File: src/rtl/sst_pkg.sv
// ----------------------------------------------------------------------------
// sst_pkg
// Shared types and codes for the sorted string table.
// ----------------------------------------------------------------------------
package sst_pkg;

  localparam int KEY_W   = 160;
  localparam int HI_W    = 64;
  localparam int MID_W   = 64;
  localparam int LO_W    = 32;
  localparam int KIND_W  = 3;
  localparam int STAT_W  = 2;
  localparam int IDXIN_W = 4;
  localparam int CNTO_W  = 5;

  // request kinds
  localparam logic [KIND_W-1:0] KIND_INSERT = 3'd0;
  localparam logic [KIND_W-1:0] KIND_REMOVE = 3'd1;
  localparam logic [KIND_W-1:0] KIND_SEARCH = 3'd2;
  localparam logic [KIND_W-1:0] KIND_GET    = 3'd3;
  localparam logic [KIND_W-1:0] KIND_CLEAR  = 3'd4;

  // result status codes
  localparam logic [STAT_W-1:0] ST_OK        = 2'd0;
  localparam logic [STAT_W-1:0] ST_FULL      = 2'd1;
  localparam logic [STAT_W-1:0] ST_NOT_FOUND = 2'd2;
  localparam logic [STAT_W-1:0] ST_RANGE     = 2'd3;

  // outcome of one key compare: stored entry against request key
  typedef struct packed {
    logic lt;
    logic eq;
  } cmp_res_t;

endpackage

File: src/rtl/sst_cmp.sv
// ----------------------------------------------------------------------------
// sst_cmp
// Shared 160-bit unsigned key comparator.
// ----------------------------------------------------------------------------
module sst_cmp
  import sst_pkg::*;
(
  input  logic [KEY_W-1:0] entry_key,
  input  logic [KEY_W-1:0] req_key,
  output cmp_res_t         res
);

  // big-endian byte order makes string order a plain unsigned compare
  assign res.lt = entry_key < req_key;
  assign res.eq = entry_key == req_key;

endmodule

File: src/rtl/sst_ram.sv
// ----------------------------------------------------------------------------
// sst_ram
// Single write, single read key store with registered read data.
// ----------------------------------------------------------------------------
module sst_ram
  import sst_pkg::*;
#(
  parameter int DEPTH = 16,
  parameter int AW    = 4
) (
  input  logic             clk,
  input  logic             we,
  input  logic [AW-1:0]    waddr,
  input  logic [KEY_W-1:0] wdata,
  input  logic             re,
  input  logic [AW-1:0]    raddr,
  output logic [KEY_W-1:0] rdata
);

  logic [KEY_W-1:0] mem [DEPTH];
  logic [KEY_W-1:0] rdata_r;

  always_ff @(posedge clk) begin
    if (we) begin
      mem[waddr] <= wdata;
    end
  end

  always_ff @(posedge clk) begin
    if (re) begin
      rdata_r <= mem[raddr];
    end
  end

  assign rdata = rdata_r;

endmodule

File: src/rtl/sorted_string_table.sv
// ----------------------------------------------------------------------------
// sorted_string_table
// Sorted table of up to CAPACITY 20-byte keys kept in one key store and
// walked one entry at a time by a small sequencer and a shared comparator.
// ----------------------------------------------------------------------------
//
//  Channel | Direction | Handshake            | Payload
//  --------+-----------+----------------------+---------------------------------
//  in_     | input     | in_valid / in_ready  | kind, key (hi/mid/lo), index_in
//  out_    | output    | out_valid / out_ready| status, found_index, entry_count,
//          |           |                      | key (hi/mid/lo) read by get
//
// Each entry visited takes a store read (S_RD), then a compare and optional
// move through the single store port (S_CMP). Insert walks down from the
// top entry to the slot, search and remove walk up from entry 0; get reads
// one entry, and clear, full insert and unknown kinds visit none.
// Reset empties the table at once; the stored keys are not cleared.
// A finished result waits in the output register while the next request is
// taken; the sequencer only stalls at the end of a request if that register
// is still occupied.
// ----------------------------------------------------------------------------
module sorted_string_table
  import sst_pkg::*;
#(
  parameter int CAPACITY = 16
) (
  input  logic               clk,
  input  logic               rst_n,
  input  logic               in_valid,
  output logic               in_ready,
  input  logic [KIND_W-1:0]  in_kind,
  input  logic [HI_W-1:0]    in_key_hi,
  input  logic [MID_W-1:0]   in_key_mid,
  input  logic [LO_W-1:0]    in_key_lo,
  input  logic [IDXIN_W-1:0] in_index_in,
  output logic               out_valid,
  input  logic               out_ready,
  output logic [STAT_W-1:0]  out_status,
  output logic [IDXIN_W-1:0] out_found_index,
  output logic [CNTO_W-1:0]  out_entry_count,
  output logic [HI_W-1:0]    out_key_hi,
  output logic [MID_W-1:0]   out_key_mid,
  output logic [LO_W-1:0]    out_key_lo
);

  localparam int IW = (CAPACITY > 1) ? $clog2(CAPACITY) : 1;
  localparam int CW = $clog2(CAPACITY + 1);
  localparam int XW = (CW > IDXIN_W) ? CW : IDXIN_W;

  typedef enum logic [4:0] {
    S_IDLE = 5'b00001,
    S_RD   = 5'b00010,
    S_CMP  = 5'b00100,
    S_PUT  = 5'b01000,
    S_FIN  = 5'b10000
  } state_t;

  // control state
  state_t              state_r, state_nxt;
  logic [CW-1:0]       count_r, count_nxt;
  logic [IW-1:0]       idx_r, idx_nxt;       // entry being visited
  logic                found_r, found_nxt;   // remove: match already seen
  logic                out_valid_r, out_valid_nxt;

  // request and working result
  logic [KIND_W-1:0]   kind_r, kind_nxt;
  logic [KEY_W-1:0]    key_r, key_nxt;
  logic [STAT_W-1:0]   stat_r, stat_nxt;
  logic [IW-1:0]       pos_r, pos_nxt;
  logic [KEY_W-1:0]    rkey_r, rkey_nxt;

  // output register
  logic [STAT_W-1:0]   o_stat_r, o_stat_nxt;
  logic [IDXIN_W-1:0]  o_pos_r, o_pos_nxt;
  logic [CNTO_W-1:0]   o_cnt_r, o_cnt_nxt;
  logic [KEY_W-1:0]    o_key_r, o_key_nxt;

  // store port
  logic                ram_we, ram_re;
  logic [IW-1:0]       ram_waddr;
  logic [KEY_W-1:0]    ram_wdata, ram_rdata;
  cmp_res_t            cmp;

  logic                in_acc, last, slot_free;

  sst_ram #(
    .DEPTH (CAPACITY),
    .AW    (IW)
  ) u_ram (
    .clk   (clk),
    .we    (ram_we),
    .waddr (ram_waddr),
    .wdata (ram_wdata),
    .re    (ram_re),
    .raddr (idx_r),
    .rdata (ram_rdata)
  );

  sst_cmp u_cmp (
    .entry_key (ram_rdata),
    .req_key   (key_r),
    .res       (cmp)
  );

  assign in_ready  = state_r == S_IDLE;
  assign in_acc    = in_valid && in_ready;
  assign last      = (CW'(idx_r) + CW'(1)) == count_r;
  assign slot_free = !out_valid_r || out_ready;
  assign ram_re    = state_r == S_RD;

  always_comb begin
    state_nxt     = state_r;
    count_nxt     = count_r;
    idx_nxt       = idx_r;
    found_nxt     = found_r;
    kind_nxt      = kind_r;
    key_nxt       = key_r;
    stat_nxt      = stat_r;
    pos_nxt       = pos_r;
    rkey_nxt      = rkey_r;
    out_valid_nxt = out_valid_r && !out_ready;
    o_stat_nxt    = o_stat_r;
    o_pos_nxt     = o_pos_r;
    o_cnt_nxt     = o_cnt_r;
    o_key_nxt     = o_key_r;
    ram_we        = 1'b0;
    ram_waddr     = idx_r;
    ram_wdata     = ram_rdata;

    case (state_r)
      S_IDLE: begin
        if (in_acc) begin
          // latch the request, start every result from a clean slate
          kind_nxt  = in_kind;
          key_nxt   = {in_key_hi, in_key_mid, in_key_lo};
          stat_nxt  = ST_OK;
          pos_nxt   = '0;
          rkey_nxt  = '0;
          found_nxt = 1'b0;
          state_nxt = S_FIN;
          case (in_kind)
            KIND_INSERT: begin
              if (count_r == CW'(CAPACITY)) begin
                stat_nxt = ST_FULL;
              end else if (count_r == '0) begin
                // empty table: drop the key straight into slot 0
                state_nxt = S_PUT;
              end else begin
                idx_nxt   = IW'(count_r - CW'(1));
                state_nxt = S_RD;
              end
            end
            KIND_REMOVE, KIND_SEARCH: begin
              if (count_r == '0) begin
                stat_nxt = ST_NOT_FOUND;
              end else begin
                idx_nxt   = '0;
                state_nxt = S_RD;
              end
            end
            KIND_GET: begin
              if (XW'(in_index_in) < XW'(count_r)) begin
                idx_nxt   = IW'(in_index_in);
                state_nxt = S_RD;
              end else begin
                stat_nxt = ST_RANGE;
              end
            end
            KIND_CLEAR: begin
              count_nxt = '0;
            end
            default: begin
              // unused kinds leave the table alone
            end
          endcase
        end
      end

      S_RD: begin
        state_nxt = S_CMP;
      end

      S_CMP: begin
        case (kind_r)
          KIND_INSERT: begin
            if (!cmp.lt) begin
              // entry not below key: move it up one slot
              ram_we    = 1'b1;
              ram_waddr = IW'(idx_r + IW'(1));
              if (idx_r == '0) begin
                pos_nxt   = '0;
                state_nxt = S_PUT;
              end else begin
                idx_nxt   = idx_r - IW'(1);
                state_nxt = S_RD;
              end
            end else begin
              // first smaller entry found: key goes right above it
              ram_we    = 1'b1;
              ram_waddr = IW'(idx_r + IW'(1));
              ram_wdata = key_r;
              pos_nxt   = IW'(idx_r + IW'(1));
              count_nxt = count_r + CW'(1);
              state_nxt = S_FIN;
            end
          end
          KIND_REMOVE: begin
            if (found_r) begin
              // close the gap behind the removed entry
              ram_we    = 1'b1;
              ram_waddr = idx_r - IW'(1);
            end else if (cmp.eq) begin
              found_nxt = 1'b1;
              pos_nxt   = idx_r;
            end
            if (last) begin
              if (found_r || cmp.eq) begin
                count_nxt = count_r - CW'(1);
              end else begin
                stat_nxt = ST_NOT_FOUND;
              end
              state_nxt = S_FIN;
            end else begin
              idx_nxt   = idx_r + IW'(1);
              state_nxt = S_RD;
            end
          end
          KIND_SEARCH: begin
            if (cmp.eq) begin
              pos_nxt   = idx_r;
              state_nxt = S_FIN;
            end else if (last) begin
              stat_nxt  = ST_NOT_FOUND;
              state_nxt = S_FIN;
            end else begin
              idx_nxt   = idx_r + IW'(1);
              state_nxt = S_RD;
            end
          end
          KIND_GET: begin
            rkey_nxt  = ram_rdata;
            pos_nxt   = idx_r;
            state_nxt = S_FIN;
          end
          default: begin
            state_nxt = S_FIN;
          end
        endcase
      end

      S_PUT: begin
        ram_we    = 1'b1;
        ram_waddr = pos_r;
        ram_wdata = key_r;
        count_nxt = count_r + CW'(1);
        state_nxt = S_FIN;
      end

      S_FIN: begin
        // hold until the output register can take the result
        if (slot_free) begin
          out_valid_nxt = 1'b1;
          o_stat_nxt    = stat_r;
          o_pos_nxt     = IDXIN_W'(pos_r);
          o_cnt_nxt     = CNTO_W'(count_r);
          o_key_nxt     = rkey_r;
          state_nxt     = S_IDLE;
        end
      end

      default: begin
        state_nxt = S_IDLE;
      end
    endcase
  end

  always_ff @(posedge clk) begin
    if (!rst_n) begin
      state_r     <= S_IDLE;
      count_r     <= '0;
      idx_r       <= '0;
      found_r     <= 1'b0;
      out_valid_r <= 1'b0;
    end else begin
      state_r     <= state_nxt;
      count_r     <= count_nxt;
      idx_r       <= idx_nxt;
      found_r     <= found_nxt;
      out_valid_r <= out_valid_nxt;
    end
  end

  always_ff @(posedge clk) begin
    kind_r   <= kind_nxt;
    key_r    <= key_nxt;
    stat_r   <= stat_nxt;
    pos_r    <= pos_nxt;
    rkey_r   <= rkey_nxt;
    o_stat_r <= o_stat_nxt;
    o_pos_r  <= o_pos_nxt;
    o_cnt_r  <= o_cnt_nxt;
    o_key_r  <= o_key_nxt;
  end

  assign out_valid       = out_valid_r;
  assign out_status      = o_stat_r;
  assign out_found_index = o_pos_r;
  assign out_entry_count = o_cnt_r;
  assign out_key_hi      = o_key_r[KEY_W-1 -: HI_W];
  assign out_key_mid     = o_key_r[LO_W +: MID_W];
  assign out_key_lo      = o_key_r[LO_W-1:0];

  // table never grows past its capacity
  a_count_bound : assert property (@(posedge clk) disable iff (!rst_n)
    count_r <= CW'(CAPACITY))
    else $error("entry count above capacity");

  // a full report only comes from a full table
  a_full_count : assert property (@(posedge clk) disable iff (!rst_n)
    out_valid && out_status == ST_FULL |-> out_entry_count == CNTO_W'(CAPACITY))
    else $error("full status with room left");

  // out of range get returns nothing
  a_range_zero : assert property (@(posedge clk) disable iff (!rst_n)
    out_valid && out_status == ST_RANGE |->
      out_found_index == '0 && o_key_r == '0)
    else $error("range error carries data");

  // one request at a time: sequencer busy right after a request is taken
  a_busy_after : assert property (@(posedge clk) disable iff (!rst_n)
    in_valid && in_ready |=> !in_ready)
    else $error("second request taken while busy");

endmodule
File: config.mk
export PLATFORM = sky130hd
export DESIGN_NAME = sorted_string_table
export DESIGN_NICKNAME = d
export VERILOG_FILES = /design/src/rtl/sst_pkg.sv /design/src/rtl/sst_cmp.sv /design/src/rtl/sst_ram.sv /design/src/rtl/sorted_string_table.sv
export SDC_FILE = /design/constraint.sdc
export NUM_CORES = 2
export LEC_CHECK = 0
export BUFFER_PORTS_ARGS = -buffer_cell sky130_fd_sc_hd__buf_2
export CORE_UTILIZATION = 45
export DETAILED_ROUTE_END_ITERATION = 10
export GPL_ROUTABILITY_DRIVEN = 0
export RECOVER_POWER = 25
export SKIP_CTS_REPAIR_TIMING = 1
export SYNTH_ARGS = -nofsm -noshare
export SYNTH_HDL_FRONTEND = slang
export SYNTH_SLANG_ARGS = --single-unit
File: constraint.sdc
create_clock -name clk -period 15 [get_ports clk]
set_clock_uncertainty 0.2 [all_clocks]
set_input_delay 1.5 -clock clk [delete_from_list [all_inputs] [get_ports clk]]
set_output_delay 1.5 -clock clk [all_outputs]
set_load 0.02 [all_outputs]
# == After elaboration in Yosys (flattened, before gate mapping) ==
# Memories as Yosys holds them, arrays and structs flattened. A register that Yosys moved wholly into a read port is not among the register bits.
# Index checks and enable logic that the tools add are counted.
# word_totals
register_bits,516
latchBits,0
mem_bits_rw,2560
mem_bits_ro,0
in_bits,171
output_inout_bits,173
wordCells,154
memories,1
# classes
n_addsub,5
mul,0
div,0
n_lt_le_gt_ge,2
n_eq_ne,39
shift,0
mux,71
n_bitwise,0
n_reduce_logical,22
# mem_list
name,words,width,rd,rd_ports_with_merged_regs,write_ports,line,rtl
u_ram.mem,16,160,1,1,1,sst_ram.sv:20,logic [KEY_W-1:0] mem [DEPTH];
# ops
cell,n
2-to-1 mux 160 bit,4
case mux 160 bit (2 select lines),2
== test 160 bit,1
less-than comparator 160 bit,1
2-to-1 mux 4 bit,17
2-to-1 mux 5 bit,13
case mux 5 bit (3 select lines),3
"inequality test 3 bit, second input constant",13
case mux 4 bit (2 select lines),4
case mux 5 bit (5 select lines),1
case mux 4 bit (3 select lines),2
case mux 4 bit (4 select lines),1
2-to-1 mux 2 bit,7
AND reduction 7 bit,2
"== test 3 x 2 -> 1 bit, second input constant",4
AND reduction 11 bit,1
"== test 5 bit, second input constant",2
2-to-1 mux 1 bit,10
case mux 5 bit (2 select lines),1
"inequality test 2 x 1 -> 1 bit, second input constant",4
case mux 2 bit (2 select lines),2
"== test 3 x 1 -> 1 bit, second input constant",2
logical NOT 3 bit,2
case mux 1 bit (2 select lines),3
other kinds (31),37

# == Longest topological paths before layout ==
# depth
ltp_word,6
depth_mapped,13
mapped_depth_nobuf,11

# == Hierarchy ==
# From an unflattened synthesis, not the netlist that was laid out.
# hier_totals
hier_cells,5902
area_unflattened_um2,124904.8
# by_module_without_submodules
module,n_inst,cells_per_inst,area_each_um2,seq_area_each_um2
sst_ram,1,4191,100901.8,81678.3
sorted_string_table,1,1141,19941.6,15334.7
sst_cmp,1,570,4061.4,0.0

# == Least setup slack after synthesis ==
# Ideal clock, no wire load.
# synth_path
kind,reg-to-reg
startpoint,register state_r[2]
endpoint,register state_r[4]
setup_ps,121
arrival_time_ps,13847
required_ps,14679
slack_ps,832
path_stages_with_launch,6
n_path_buf,0
synth_period_minus_slack_ps,14168
path_cell_list,dfxtp_1 -> nor2_1 -> nand2_1 -> nor3_1 -> o21ai_0 -> o21ai_0
# synth_via
elab_chain_cells,4
elab_cells_between_ends,10
cone_classes,7 x eq/ne; 1 x mux; 2 x reduce/logical
# synth_lines
item,line,rtl
start: declaration,sorted_string_table.sv:59,"state_t state_r, state_nxt;"
start signal: assignment,sorted_string_table.sv:285,state_r <= state_nxt;
== test 5 x 1 -> 1 bit,"sorted_string_table.sv:105, sorted_string_table.sv:130",
logical AND 1 bit,sorted_string_table.sv:106,assign in_acc = in_valid && in_ready;
inequality test 2 x 1 -> 1 bit (no source line),n/a,
AND reduction 2 bit (no source line),n/a,
# Several ways; a longest one is shown, not always the timed one.
# A chain may end at the register's enable or synchronous reset.

# == Worst setup path in the final report ==
# layout_path
startpoint,register idx_r[1]
endpoint,"memory u_ram.mem[4][138], enable pin"
# layout_via
elab_chain_cells,4
elab_cells_between_ends,5
cone_classes,2 x add/sub; 3 x mux
# layout_lines
item,line,rtl
start: declaration,sorted_string_table.sv:61,"logic [IW-1:0] idx_r, idx_nxt;"
start signal: assignment,sorted_string_table.sv:287,idx_r <= idx_nxt;
subtractor 4 x 1 -> 4 bit,sorted_string_table.sv:211,ram_waddr = idx_r - IW'(1);
2-to-1 mux 4 bit,sorted_string_table.sv:208,if (found_r) begin
case mux 4 bit (2 select lines),sorted_string_table.sv:184,case (kind_r)
case mux 4 bit (2 select lines) (*),sorted_string_table.sv:130,case (state_r)
end: declaration,sst_ram.sv:20,
# Every way passes the cells marked *; elsewhere a longest branch is shown, timed or not.

==> qor.csv <==
stage,metric,value,unit
placed_design,post-DP HPWL,162000,um
worst_setup_path,Reg2Reg Setup Slack,4.54,ns
floorplanning,chip width,528.0,um
timing,fmax,0.09564,GHz
worst_setup_path,Worst Setup EP,u_ram.mem[4][138],
synthesis,mux share of post-synthesis cell area,15.97,%
worst_setup_path,reg2reg path depth,10,
synthesis,"Net Count, Synth",5793,
floorplanning,initial core utilization,45.39,%
grt,GRT Overall Usage,22.00,%
cts,clock tree buffer depth,4,
worst_setup_path,CP Data Required Time,15.29,ns
status,failing checks,"max-capacitance violations, max-slew violations",
power_and_ir_drop,Peak VDD IR,94.88,uV
synthesis,xor/xnor cell area share of the yosys netlist,0.07737,%
synthesis,post-synthesis cell count,5455,
timing,Final Critical Period,10.46,ns
final_layout,Area Growth Syn to Fin,13.51,%
drt,vias,58064,
worst_setup_path,crit start category,flip-flop,
timing,endpoints failing setup,0,
synthesis,Post-synth EDFFs,3220,
grt,largest net degree at the start of global routing,124,
final_layout,layout cell share with drive strength beyond 1,23.89,%
timing,Tcrit/Tclk final,69.71,%
worst_setup_path,crit path kind,reg2reg,
grt,Congestion Overflow GR,0,
drt,vias per cell,5.820,
synthesis,warnings from Yosys,0,
flow_run,Max Cap Violations,32,
timing,RSZ-0062 raised after global routing,false,
hold_path,Min-Delay Path Class,reg2reg,
grt,vias in the first global route,59402,
drt,routed wire length,308200,um
drt,WL/cell,30.89,um
floorplanning,Ports,344,
drt,Post-DRT Antenna Nets,0,
synthesis,compound-cell area share of the yosys netlist,1.116,%
timing,Slew HR,-369.4,%
cts,H-tree depth,5,
final_layout,"commonest non-fill, non-tap cells in the layout","3220 x edfxtp_1, 800 x mux4_2, 373 x clkbuf_1, 346 x clkbuf_16, 176 x inv_1",
cts,clk_lat worst skew,0.90,ns
synthesis,Async SR Flop Fraction,0,%
drt,initial drt markers,6509,
drt,Remaining DRCs,0,
status,status,finished with violations,
cts,Clock transition at path regs,0.06,ns
hold_path,hold_sp,rkey_r[129],
drt,DRT Pass-1 Iters,6,
synthesis,syn_area_per_cell,22.83,um2
floorplanning,core area,274300,um2
synthesis,distinct cell type count after synthesis,73,
floorplanning,Die H,528.0,um
power_and_ir_drop,Leakage Power,0.04411,uW
worst_setup_path,R2R Path End,u_ram.mem[4][138],
placed_design,Placed Cells incl. Taps,9360,
final_layout,Finished Layout Cells,9977,
floorplanning,row cnt,192,
timing,"Hold Vio Cnt, Final",0,
timing,setup TNS,0,ns
worst_setup_path,Worst Path Max Fanout,45,
cts,CTS tree,yes,
floorplanning,die area,278800,um2
synthesis,post-synthesis sequential area ratio,77.91,%
cts,Root Driver,clkbuf_16,
grt,first-pass GRT wire length,435900,um
placed_design,port bufs,343,
synthesis,largest family of logic cells by synthesized area,multiplexers,
final_layout,"commonest non-fill, non-tap cell in the layout",edfxtp_1,
timing,WHS,0.1990,ns
worst_setup_path,"Arr. time, crit path",10.75,ns
worst_setup_path,worst setup path startpoint,idx_r[1],
power_and_ir_drop,Power per Cell Area,143.9,nW/um2
timing,Worst Max-Slew Pin Slew,7.041,ns
synthesis,dominant synthesized flop cell,edfxtp_1,
cts,Num Clock Sinks,3236,
synthesis,Post-Synth Adder-Cell Area,1.678,%
synthesis,"FF+latch count, synth",3236,
synthesis,synthesized area,124500,um2
timing,max-slew violations,1402,
worst_setup_path,Reg2Reg Launch Point,idx_r[1],
final_layout,Nets,6354,
synthesis,Synth Area in Simple Gates,1.970,%
worst_setup_path,CP Capture Type,flip-flop,
cts,total CTS buffers,340,
grt,antenna violations before repair,26,
[metrics by stage]
stage / area [um2] / total power [uW] / setup slack, ns / util [%]
5_1_grt: 141300 / 20960 / 3.957 / 51.52
2_1_floorplan: 124500 / 11780 / 0.8321 / -
6_report: 141300 / 20340 / 4.544 / 51.52
3_5_place_dp: 131200 / 12340 / 8.202 / 47.81
3_3_place_gp: 131200 / 12330 / 7.866 / 47.81
4_1_cts: 141900 / 20500 / 8.174 / 51.73
[power by group]
part | internal, uW | switching (uW) | leakage, uW
logic | 477 | 955 | 0.00951
registers | 10500 | 206 | 0.0294
clock network | 4720 | 3460 | 0.00524
[state kept, by name, indices dropped and copies added, names as in the netlist, 5 cells and up]
name / count
rkey_r: 160
state_r: 5
u_ram.rdata: 160
key_r: 160
count_r: 5
u_ram.mem: 2560
out_entry_count: 5
o_key_r: 160
[synthesized netlist by cell type (all sizes together) (44+ instances only)]
cell | count | share of area, %
nand2 | 70 | 0.21
and2 | 163 | 0.82
edfxtp | 3220 | 78
mux4 | 800 | 14
ha | 167 | 1.7
buf | 77 | 0.27
inv | 178 | 0.54
clkbuf | 155 | 0.47
o21ai | 44 | 0.18
a21oi | 92 | 0.37
mux2 | 162 | 1.5
nor2 | 65 | 0.20
[worst min path at each step]
stage / endpoint / slack [ns] / cells after the start
2_1_floorplan: o_key_r[0] / 0.20 / 0
3_3_place_gp: o_key_r[13] / 0.20 / 0
3_5_place_dp: o_key_r[101] / 0.20 / 0
4_1_cts: o_key_r[129] / 0.20 / 0
5_1_grt: o_key_r[137] / 0.22 / 0
6_report: o_key_r[129] / 0.20 / 0
[worst max-delay path: stages (launching register included)]
cell      delay [ns]
dfxtp_1         2.03
clkbuf_1        2.15
inv_1           0.26
ha_1            0.51
mux2i_1         0.15
a32oi_1         0.28
and2_0          0.20
nand2_1         0.15
nor2_4          0.13
clkbuf_1        2.85
buf_4           1.04
[logic make-up after synthesis]
logic type,count (synthesis)
adder cells (fa/ha/maj),167
flip-flops,3236
multiplexers,966
buffers and inverters,411
AO/OA/AOI/OAI,220
AND/OR/NAND/NOR,444
XOR/XNOR,11
[per-layer routing]
layer | wire, um | track usage (%) | vias to the layer above
li1 | - | - | 24042
met1 | 132200 | 31.93 | 31281
met2 | 146300 | 34.63 | 2273
met3 | 21050 | 3.410 | 466
met4 | 8642 | 6.405 | 2
met5 | 13 | 0 | -
[layout make-up]
type | instances | area [um2]
fill | 21564 | 133000
inverter | 179 | 680.7
multi-input combinational | 1808 | 25940
antenna | 9 | 22.52
clock buffer | 417 | 8925
sequential | 3236 | 97020
timing repair buffer | 451 | 2315
clock inverter | 191 | 1827
tap | 3686 | 4612
(Power assumes the default switching activity.)
